[src/sv/windowed_time_value_floor_store_top_defines.svh]
// Assertion macros shared by the windowed time/value floor store RTL.
// Define NO_ASSERTIONS to compile the checks out; no other dependencies.
`ifndef WINDOWED_TIME_VALUE_FLOOR_STORE_TOP_DEFINES_SVH
`define WINDOWED_TIME_VALUE_FLOOR_STORE_TOP_DEFINES_SVH
`ifndef NO_ASSERTIONS
`define WTVF_ASSERT_IMP(lbl, ante, cons) \
    lbl: assert property (@(posedge aclk) disable iff (!aresetn) (ante) |-> (cons)) \
        else $error("wtvf: same-cycle check failed");
`define WTVF_ASSERT_NXT(lbl, ante, cons) \
    lbl: assert property (@(posedge aclk) disable iff (!aresetn) (ante) |=> (cons)) \
        else $error("wtvf: next-cycle check failed");
`else
`define WTVF_ASSERT_IMP(lbl, ante, cons)
`define WTVF_ASSERT_NXT(lbl, ante, cons)
`endif
`endif

[src/sv/wtvf_pkg.sv]
// Package for the windowed time/value floor store: item types and codes.
// Used by the controller and the top level; no dependencies.
package wtvf_pkg;

    localparam int TIME_W  = 32;
    localparam int PRICE_W = 32;
    localparam int WLEN_W  = 13;
    localparam int STAT_W  = 2;
    localparam int WORD_W  = TIME_W + PRICE_W;

    localparam logic [WLEN_W-1:0] WLEN_RESET = 13'd4096;

    localparam logic MODE_ADD   = 1'b0;
    localparam logic MODE_QUERY = 1'b1;

    localparam logic [STAT_W-1:0] STAT_FOUND  = 2'd0;
    localparam logic [STAT_W-1:0] STAT_BEFORE = 2'd1;
    localparam logic [STAT_W-1:0] STAT_NONE   = 2'd2;

    typedef struct packed {
        logic               mode;
        logic [TIME_W-1:0]  time_stamp;
        logic [PRICE_W-1:0] price;
    } in_item_t;

    typedef struct packed {
        logic [STAT_W-1:0]  status;
        logic [PRICE_W-1:0] found_price;
    } out_item_t;

endpackage

[src/sv/wtvf_ctrl.sv]
// Sequencer of the floor store: window update, binary search, insert shift.
// Depends on wtvf_pkg and the assertion defines header, and drives the wtvf_mem ports of the top level.
`include "windowed_time_value_floor_store_top_defines.svh"
module wtvf_ctrl
    import wtvf_pkg::*;
#(
    parameter int MAX_WINDOW = 4096,
    parameter int CAP        = MAX_WINDOW + 1,
    parameter int AW         = $clog2(CAP),
    parameter int CW         = $clog2(CAP + 1)
) (
    input  logic              aclk,
    input  logic              aresetn,
    input  logic [WLEN_W-1:0] window_length,
    input  logic              in_valid,
    output logic              in_ready,
    input  in_item_t          in_data,
    output logic              res_valid,
    input  logic              res_ready,
    output out_item_t         res_data,
    output logic              wr_en,
    output logic [AW-1:0]     wr_addr,
    output logic [WORD_W-1:0] wr_data,
    output logic [AW-1:0]     rd_addr,
    input  logic [WORD_W-1:0] rd_data
);

    typedef enum logic [9:0] {
        S_IDLE  = 10'b0000000001,
        S_START = 10'b0000000010,
        S_SRCH  = 10'b0000000100,
        S_CMP   = 10'b0000001000,
        S_FLOOR = 10'b0000010000,
        S_EQ    = 10'b0000100000,
        S_SHRD  = 10'b0001000000,
        S_SHWR  = 10'b0010000000,
        S_QRD   = 10'b0100000000,
        S_RES   = 10'b1000000000
    } state_t;

    typedef enum logic [1:0] {
        PH_DROP  = 2'd0,
        PH_ADD   = 2'd1,
        PH_QUERY = 2'd2
    } phase_t;

    localparam logic [CW-1:0] CAP_C = CW'(CAP);
    localparam logic [32:0]   MAXW  = 33'(MAX_WINDOW);

    state_t              state_reg, state_next;
    phase_t              phase_reg, phase_next;
    logic [TIME_W-1:0]   t_reg, t_next;
    logic [PRICE_W-1:0]  p_reg, p_next;
    logic [TIME_W-1:0]   ws_reg, ws_next;
    logic [TIME_W-1:0]   tgt_reg, tgt_next;
    logic                strict_reg, strict_next;
    logic [AW-1:0]       head_reg, head_next;
    logic [CW-1:0]       count_reg, count_next;
    logic [CW-1:0]       lo_reg, lo_next;
    logic [CW-1:0]       hi_reg, hi_next;
    logic [CW-1:0]       mid_reg, mid_next;
    logic [CW-1:0]       idx_reg, idx_next;
    out_item_t           res_reg, res_next;

    logic [32:0]         len33;
    logic [32:0]         max_t;
    logic [TIME_W-1:0]   ws_new;
    logic [CW-1:0]       mid;
    logic [TIME_W-1:0]   rtime;
    logic [PRICE_W-1:0]  rprice;
    logic                go_right;
    logic [CW-1:0]       drop;

    always_comb begin
        if (window_length == '0) begin
            len33 = 33'd1;
        end else if (33'(window_length) > MAXW) begin
            len33 = MAXW;
        end else begin
            len33 = 33'(window_length);
        end
    end

    assign max_t    = {1'b0, ws_reg} + len33 - 33'd1;
    assign ws_new   = TIME_W'({1'b0, in_data.time_stamp} - len33 + 33'd1);
    assign mid      = lo_reg + ((hi_reg - lo_reg) >> 1);
    assign rtime    = rd_data[WORD_W-1:PRICE_W];
    assign rprice   = rd_data[PRICE_W-1:0];
    assign go_right = strict_reg ? (rtime <= tgt_reg) : (rtime < tgt_reg);
    assign drop     = lo_reg - CW'(1);

    assign in_ready  = (state_reg == S_IDLE);
    assign res_valid = (state_reg == S_RES);
    assign res_data  = res_reg;

    always_comb begin
        state_next  = state_reg;
        phase_next  = phase_reg;
        t_next      = t_reg;
        p_next      = p_reg;
        ws_next     = ws_reg;
        tgt_next    = tgt_reg;
        strict_next = strict_reg;
        head_next   = head_reg;
        count_next  = count_reg;
        lo_next     = lo_reg;
        hi_next     = hi_reg;
        mid_next    = mid_reg;
        idx_next    = idx_reg;
        res_next    = res_reg;
        rd_addr     = '0;
        wr_en       = 1'b0;
        wr_addr     = '0;
        wr_data     = {t_reg, p_reg};

        unique case (state_reg)
            S_IDLE: begin
                if (in_valid) begin
                    t_next = in_data.time_stamp;
                    p_next = in_data.price;
                    lo_next = '0;
                    hi_next = count_reg;
                    if (in_data.mode == MODE_ADD) begin
                        if ({1'b0, in_data.time_stamp} > max_t) begin
                            ws_next     = ws_new;
                            tgt_next    = ws_new;
                            strict_next = 1'b0;
                            phase_next  = PH_DROP;
                            state_next  = S_SRCH;
                        end else begin
                            state_next = S_START;
                        end
                    end else if (in_data.time_stamp < ws_reg) begin
                        res_next   = '{status: STAT_BEFORE, found_price: '0};
                        state_next = S_RES;
                    end else begin
                        tgt_next    = in_data.time_stamp;
                        strict_next = 1'b1;
                        phase_next  = PH_QUERY;
                        state_next  = S_SRCH;
                    end
                end
            end
            S_START: begin
                if (t_reg < ws_reg) begin
                    if (count_reg != '0) begin
                        rd_addr    = head_reg;
                        state_next = S_FLOOR;
                    end else begin
                        wr_en      = 1'b1;
                        wr_addr    = head_reg - AW'(1);
                        head_next  = head_reg - AW'(1);
                        count_next = count_reg + CW'(1);
                        state_next = S_IDLE;
                    end
                end else begin
                    tgt_next    = t_reg;
                    strict_next = 1'b0;
                    phase_next  = PH_ADD;
                    lo_next     = '0;
                    hi_next     = count_reg;
                    state_next  = S_SRCH;
                end
            end
            S_SRCH: begin
                if (lo_reg < hi_reg) begin
                    rd_addr    = head_reg + mid[AW-1:0];
                    mid_next   = mid;
                    state_next = S_CMP;
                end else begin
                    case (phase_reg)
                        PH_DROP: begin
                            if (lo_reg > CW'(1)) begin
                                head_next  = head_reg + drop[AW-1:0];
                                count_next = count_reg - drop;
                            end
                            state_next = S_START;
                        end
                        PH_ADD: begin
                            if (lo_reg < count_reg) begin
                                rd_addr    = head_reg + lo_reg[AW-1:0];
                                state_next = S_EQ;
                            end else begin
                                if (count_reg < CAP_C) begin
                                    wr_en      = 1'b1;
                                    wr_addr    = head_reg + count_reg[AW-1:0];
                                    count_next = count_reg + CW'(1);
                                end
                                state_next = S_IDLE;
                            end
                        end
                        default: begin
                            if (lo_reg == '0) begin
                                res_next   = '{status: STAT_NONE, found_price: '0};
                                state_next = S_RES;
                            end else begin
                                rd_addr    = head_reg + drop[AW-1:0];
                                state_next = S_QRD;
                            end
                        end
                    endcase
                end
            end
            S_CMP: begin
                if (go_right) begin
                    lo_next = mid_reg + CW'(1);
                end else begin
                    hi_next = mid_reg;
                end
                state_next = S_SRCH;
            end
            S_FLOOR: begin
                if (rtime < ws_reg) begin
                    if (t_reg >= rtime) begin
                        wr_en   = 1'b1;
                        wr_addr = head_reg;
                    end
                end else if (count_reg < CAP_C) begin
                    wr_en      = 1'b1;
                    wr_addr    = head_reg - AW'(1);
                    head_next  = head_reg - AW'(1);
                    count_next = count_reg + CW'(1);
                end
                state_next = S_IDLE;
            end
            S_EQ: begin
                state_next = S_IDLE;
                if (rtime == t_reg) begin
                    wr_en   = 1'b1;
                    wr_addr = head_reg + lo_reg[AW-1:0];
                end else if (count_reg < CAP_C) begin
                    if (lo_reg == '0) begin
                        wr_en      = 1'b1;
                        wr_addr    = head_reg - AW'(1);
                        head_next  = head_reg - AW'(1);
                        count_next = count_reg + CW'(1);
                    end else begin
                        idx_next   = count_reg;
                        state_next = S_SHRD;
                    end
                end
            end
            S_SHRD: begin
                if (idx_reg == lo_reg) begin
                    wr_en      = 1'b1;
                    wr_addr    = head_reg + lo_reg[AW-1:0];
                    count_next = count_reg + CW'(1);
                    state_next = S_IDLE;
                end else begin
                    rd_addr    = head_reg + idx_reg[AW-1:0] - AW'(1);
                    state_next = S_SHWR;
                end
            end
            S_SHWR: begin
                wr_en      = 1'b1;
                wr_addr    = head_reg + idx_reg[AW-1:0];
                wr_data    = rd_data;
                idx_next   = idx_reg - CW'(1);
                state_next = S_SHRD;
            end
            S_QRD: begin
                res_next   = '{status: STAT_FOUND, found_price: rprice};
                state_next = S_RES;
            end
            S_RES: begin
                if (res_ready) begin
                    state_next = S_IDLE;
                end
            end
            default: begin
                state_next = S_IDLE;
            end
        endcase
    end

    always_ff @(posedge aclk) begin
        if (!aresetn) begin
            state_reg <= S_IDLE;
            ws_reg    <= TIME_W'(1);
            head_reg  <= '0;
            count_reg <= '0;
        end else begin
            state_reg <= state_next;
            ws_reg    <= ws_next;
            head_reg  <= head_next;
            count_reg <= count_next;
        end
    end

    always_ff @(posedge aclk) begin
        phase_reg  <= phase_next;
        t_reg      <= t_next;
        p_reg      <= p_next;
        tgt_reg    <= tgt_next;
        strict_reg <= strict_next;
        lo_reg     <= lo_next;
        hi_reg     <= hi_next;
        mid_reg    <= mid_next;
        idx_reg    <= idx_next;
        res_reg    <= res_next;
    end

    `WTVF_ASSERT_IMP(a_count_cap, 1'b1, count_reg <= CAP_C)
    `WTVF_ASSERT_IMP(a_cmp_range, state_reg == S_CMP, mid_reg < hi_reg && lo_reg <= mid_reg)
    `WTVF_ASSERT_IMP(a_shift_pos, state_reg == S_SHRD || state_reg == S_SHWR, idx_reg >= lo_reg)
    `WTVF_ASSERT_NXT(a_early_q, in_valid && in_ready && in_data.mode == MODE_QUERY && in_data.time_stamp < ws_reg, state_reg == S_RES && res_reg.status == STAT_BEFORE)

endmodule

[config.mk]
export PLATFORM = sky130hd
export DESIGN_NAME = wtvf_ctrl
export DESIGN_NICKNAME = d
export VERILOG_FILES = /design/src/sv/wtvf_pkg.sv /design/src/sv/wtvf_ctrl.sv
export VERILOG_INCLUDE_DIRS = /design/src /design/src/sv
export SDC_FILE = /design/constraint.sdc
export NUM_CORES = 1
export LEC_CHECK = 0
export BUFFER_PORTS_ARGS = -buffer_cell sky130_fd_sc_hd__buf_2
export CORE_UTILIZATION = 40
export CTS_BUF_LIST = sky130_fd_sc_hd__clkbuf_8
export CTS_CLUSTER_DIAMETER = 150
export CTS_CLUSTER_SIZE = 8
export DETAILED_ROUTE_END_ITERATION = 7
export GPL_TIMING_DRIVEN = 0
export SYNTH_ARGS = -nofsm -noshare
export SYNTH_HDL_FRONTEND = slang
export SYNTH_SLANG_ARGS = --single-unit
[constraint.sdc]
create_clock -name aclk -period 9.2 [get_ports aclk]
set_input_delay 1.38 -clock aclk [delete_from_list [all_inputs] [get_ports aclk]]
set_output_delay 1.38 -clock aclk [all_outputs]
set_load 0.1 [all_outputs]
==> metrics.cfg, run 1 <==
[global_routing]
grt_pass1_vias = 22597
grt.overflow.total = 0
grt_pass1_wl_um = 136000
grt_antenna_before_repair = 2
grt_start_max_net_pins = 37
grt_use_total = 0.283

[sta]
final.period_utilization = 0.866
report.final.slew_viol_count = 0
maxSlewHeadroom = 0.118
fin_crit_ns = 7.97
tightest_slew_ns = 1.32
setup_viol = 0
setup_ws_ns = 1.23
rsz0062_at_grt = no
skew_ns = 0.0542
hold_viol_final = 0
fmax_mhz = 125

[clocking]
cts_resized = 0
cts_setup_buffers = 0
tritoncts = done
clk_latency_ns = 0.65
clk_pin_slew_worst_paths_ns = 0.06
clock-sinks = 252
cts-htree-levels = 2
cts_root_buf = clkbuf_8
clockBufferDepth = 3
ctsHoldBuffers = 0
cts_made_buffers = 37

[detailed_routing]
drc = 0
drt_iter0_drc = 2099
drt.antenna.violating_nets = 0
routed_wl_um = 92300
wl_per_cell_um = 21.9
first_pass_iters = 6
routed_via_density = 5.66
routed-via-count = 23783

[critical_path]
critPathMaxFanout = 20
start_kind = input pin
cp.required_ns = 9.51
critPathCaptureType = flop
arrival_ns = 8.28
crit_slowest_cell = nor4_1
critPathKind = input pin to flop
crit_path_max_incr_delay_ns = 0.77

[finish]
area_growth_pct = 12.6
layout.cells.most_common_list = ha_1, nand2_1, buf_2
finalNetCount = 3888
mostFrequentLayoutCell = ha_1
postLayoutCoreUtil = 0.458
fin_area_sq_mm = 0.0284
layout-drive-gt1-share = 0.111
largest_reg_flops = 34

[floorplan]
core_sq_mm = 0.0621
start_util = 0.407
ioPinCount = 273
rows = 91
die_x_um = 253
dieArea_sq_mm = 0.0641
die_y_um = 253

[yosys]
synth_cell_types = 88
syn_inst = 3023
synthArstFlopShare = 0
synth_edf_count = 184
syn_nets = 3573
synth_area_per_cell_sq_um = 8.35
synth_area_sq_mm = 0.0252
yosysWarnings = 0
synth_flop_cell = edfxtp_1
ys_seq_elements = 252
ys_seq_area_frac = 0.273

[worst_hold_path]
hp-class = flop to flop

[placement]
finalWeightedCongestion = 0.996
io_buffers = 271
dpl.hpwl_um = 75900
placed_cell_area_sq_mm = 0.0277
pre_cts_ws_ns = 0.627

[run_status]
status = completed

[run]
drv_cap = 0

[metal layers]
metal | wire length, um | GRT usage
met1 | 38700 | 0.358
met2 | 44400 | 0.491
met3 | 5490 | 0.0289
met4 | 3680 | 0.112
met5 | 13 | 0
[layout make-up]
cell class | count | area [sq um]
Tap cell | 837 | 1050
Timing Repair Buffer | 276 | 1440
Sequential cell | 252 | 6890
Multi-Input combinational cell | 2440 | 17100
Inverter | 244 | 916
Clock buffer | 37 | 509
Fill cell | 6430 | 33600
Antenna cell | 3 | 7.51
Clock inverter | 29 | 149
Buffer | 87 | 354
[final timing paths]
check	endpoint	startpoint	depth (start not counted)	slack (ns)
max	tgt_reg[5]	window_length[1]	28	1.23
min	ws_reg[2]	ws_reg[2]	2	0.45
max reg2reg	tgt_reg[5]	ws_reg[2]	24	2.70
min reg2reg	ws_reg[2]	ws_reg[2]	2	0.45
[critical path, delay by kind of cell]
family / cells / cell delay (ns)
AOI/OAI and AO/OA: 11 / 2.67
xor gates and xnor gates: 1 / 0.15
adders and majority gates: 3 / 0.73
buffers and inverters: 3 / 0.40
and+or+nand+nor: 10 / 2.91
[per-stage QoR]
stage          hold slack, ns  cells  setup TNS [ns]
2_1_floorplan           0.432   3023               0
3_3_place_gp            0.438   4131          -37.92
3_5_place_dp            0.444   4136               0
4_1_cts                 0.452   4202               0
5_1_grt                 0.466   4203               0
6_report                0.450   4205               0
[cells by family after synthesis]
kind of cell    after synthesis  synth area share
buf+inv                     331            0.0503
mux                          20           0.00808
simple gates                982             0.185
fa+ha+maj                   404             0.203
compound gates              830             0.209
flops                       252             0.273
xor+xnor                    204            0.0708
[Yosys cell counts (all sizes together) (51+ instances only)]
| library cell | instances | share of area |
|---|---|---|
| ha | 394 | 0.20 |
| nand2 | 313 | 0.047 |
| nor2 | 258 | 0.039 |
| inv | 242 | 0.036 |
| a21oi | 235 | 0.047 |
| o21ai | 213 | 0.042 |
| edfxtp | 184 | 0.22 |
| xnor2 | 126 | 0.044 |
| a21o | 94 | 0.028 |
| xor2 | 78 | 0.027 |
| dfxtp | 68 | 0.054 |
| nor3 | 68 | 0.014 |
| clkbuf | 66 | 0.0099 |
| nand3 | 59 | 0.012 |
| nand4 | 51 | 0.013 |
Power of run 1 is not shown: default switching activity piles up to over one toggle a cycle in this logic, so the estimate is an artifact.
==> run 2, diff against run 1 <==
Settings changed: CORE_UTILIZATION 40 to 49, PLACE_DENSITY from default to 0.68, RECOVER_POWER from default to 100.
==> run 2 against run 1 <==
  * Clock-buffer cell count rose by 2
  * Hold slack gained 0.011 ns
  * The run now ends with capacitance limit, slew limit left
  * Register-to-register slack got worse by 1.5 ns
  * Wire length is 4.1% higher
==> metrics.cfg, run 2 (synthesis results as in run 1) <==
[run_status]
status = finished, violations left
violations = capacitance limit, slew limit

[detailed_routing]
drt_iter0_drc = 2026
routed_via_density = 6.09
wl_per_cell_um = 23.8
drt.antenna.violating_nets = 0
routed-via-count = 24627
drc = 0
routed_wl_um = 96000
first_pass_iters = 8

[sta]
fin_crit_ns = 8.44
setup_ws_ns = 0.758
final.period_utilization = 0.918
maxSlewHeadroom = -1.95
setup_viol = 0
hold_viol_final = 0
rsz0062_at_grt = no
tightest_slew_ns = 4.43
report.final.slew_viol_count = 79
skew_ns = 0.0596
fmax_mhz = 118

[critical_path]
arrival_ns = 7.06
reg2reg_depth = 9
rrSetupSlack_ns = 1.22
critPathKind = input pin to primary output
r2r-end = res_data[14]
crit_path_max_incr_delay_ns = 1.12
crit_cells = 14
critPathCaptureType = primary output
path_cells = clkbuf_1, inv_1, ha_1, nand4_1, or2_2, nor2_1, nand3_1, nor3_1, nor2_1, a32oi_1, a21boi_0, o221ai_1, a21o_1, clkbuf_1
critPathMaxFanout = 9
crit_slowest_cell = a21boi_0
cp.required_ns = 7.82
start_kind = input pin
cpLargestDelayFamily = compound AO/OA/AOI/OAI gates
regToRegStartpoint = state_reg[7]
critical_path_buf_inv_count = 3

[placement]
finalWeightedCongestion = 1.05
io_buffers = 271
pre_cts_ws_ns = 0.489
dpl.hpwl_um = 78300
placed_cells = 3969

[finish]
postLayoutCoreUtil = 0.553
largest_reg_flops = 34
finalNetCount = 3886
layout-drive-gt1-share = 0.0568
post_layout_nonfiller_instances = 4043
layout.cells.most_common_list = ha_1, nand2_1, inv_1
mostFrequentLayoutCell = ha_1
fillers = 4887
area_growth_pct = 10.5

[global_routing]
grt_antenna_before_repair = 6
grt_use_total = 0.358
grt_pass1_vias = 24008
grt_pass1_wl_um = 143000
grt.overflow.total = 0
grt_start_max_net_pins = 68

[floorplan]
die_x_um = 229
die_y_um = 229
rows = 82
ioPinCount = 273
dieArea_sq_mm = 0.0524
start_util = 0.500
core_sq_mm = 0.0505

[clocking]
cts_setup_buffers = 0
clk_pin_slew_worst_paths_ns = 0.06
cts-htree-levels = 2
cts_root_buf = clkbuf_8
cts_made_buffers = 37
clockBufferDepth = 3
clock-sinks = 252
cts_resized = 0
tritoncts = done
clk_latency_ns = 0.65
ctsHoldBuffers = 0

[worst_hold_path]
hold-path-endpoint = ws_reg[6]
min_from = ws_reg[6]
hp-class = flop to flop
whs_path_depth = 2

[run]
drv_cap = 2

run 2: changes by cell type in the layout (fill, tap and decap cells not counted), moves of 3 or more:
cell	change
clkbuf_1	+172
buf_1	-3
clkbuf_2	+3
buf_2	-169
and2_1	-18
diode_2	+3
and2_0	+19
run 2: worst max path at each step:
stage	start	endpoint
finish	rd_data[53]	wr_addr[12]
global route	rd_data[53]	wr_addr[12]
CTS	window_length[1]	tgt_reg[8]
detailed placement	window_length[1]	tgt_reg[0]
global placement	window_length[1]	tgt_reg[0]
floorplan	window_length[12]	phase_reg[0]
run 2: final cells by class:
type / instances / area [sq um] / area share
multi-input cells: 2440 / 17000 / 0.611
inverters: 244 / 916 / 0.0328
clock buffers: 39 / 537 / 0.0192
diodes: 6 / 15.0 / 0.000538
flip-flops and latches: 252 / 6890 / 0.247
plain buffers: 87 / 337 / 0.0121
clock inverters: 29 / 139 / 0.00498
well taps: 672 / 841 / 0.0301
repair buffers: 274 / 1180 / 0.0423
run 2: layer usage:
| metal | up-vias | track usage | part of all wire |
|---|---|---|---|
| met4 | 0 | 0.179 | 0.053 |
| met3 | 255 | 0.0470 | 0.063 |
| met5 | - | 0 | 0 |
| met1 | 11797 | 0.430 | 0.40 |
| met2 | 941 | 0.627 | 0.49 |
| li1 | 11634 | - | - |
run 2: per-stage QoR:
stage          hold WS, ns  TNS, ns  cell area [sq um]
3_3_place_gp         0.438   -30.70              27400
5_1_grt              0.475        0              27900
4_1_cts              0.461        0              28200
6_report             0.461        0              27900
2_1_floorplan        0.432        0              25200
3_5_place_dp         0.453        0              27500
run 2: tightest hold or removal path: stages, from the launching register on:
cell     delay, ns
dfxtp_1       0.31
nand2_1       0.05
a21oi_1       0.05
Power of run 2 is left out for the same reason.
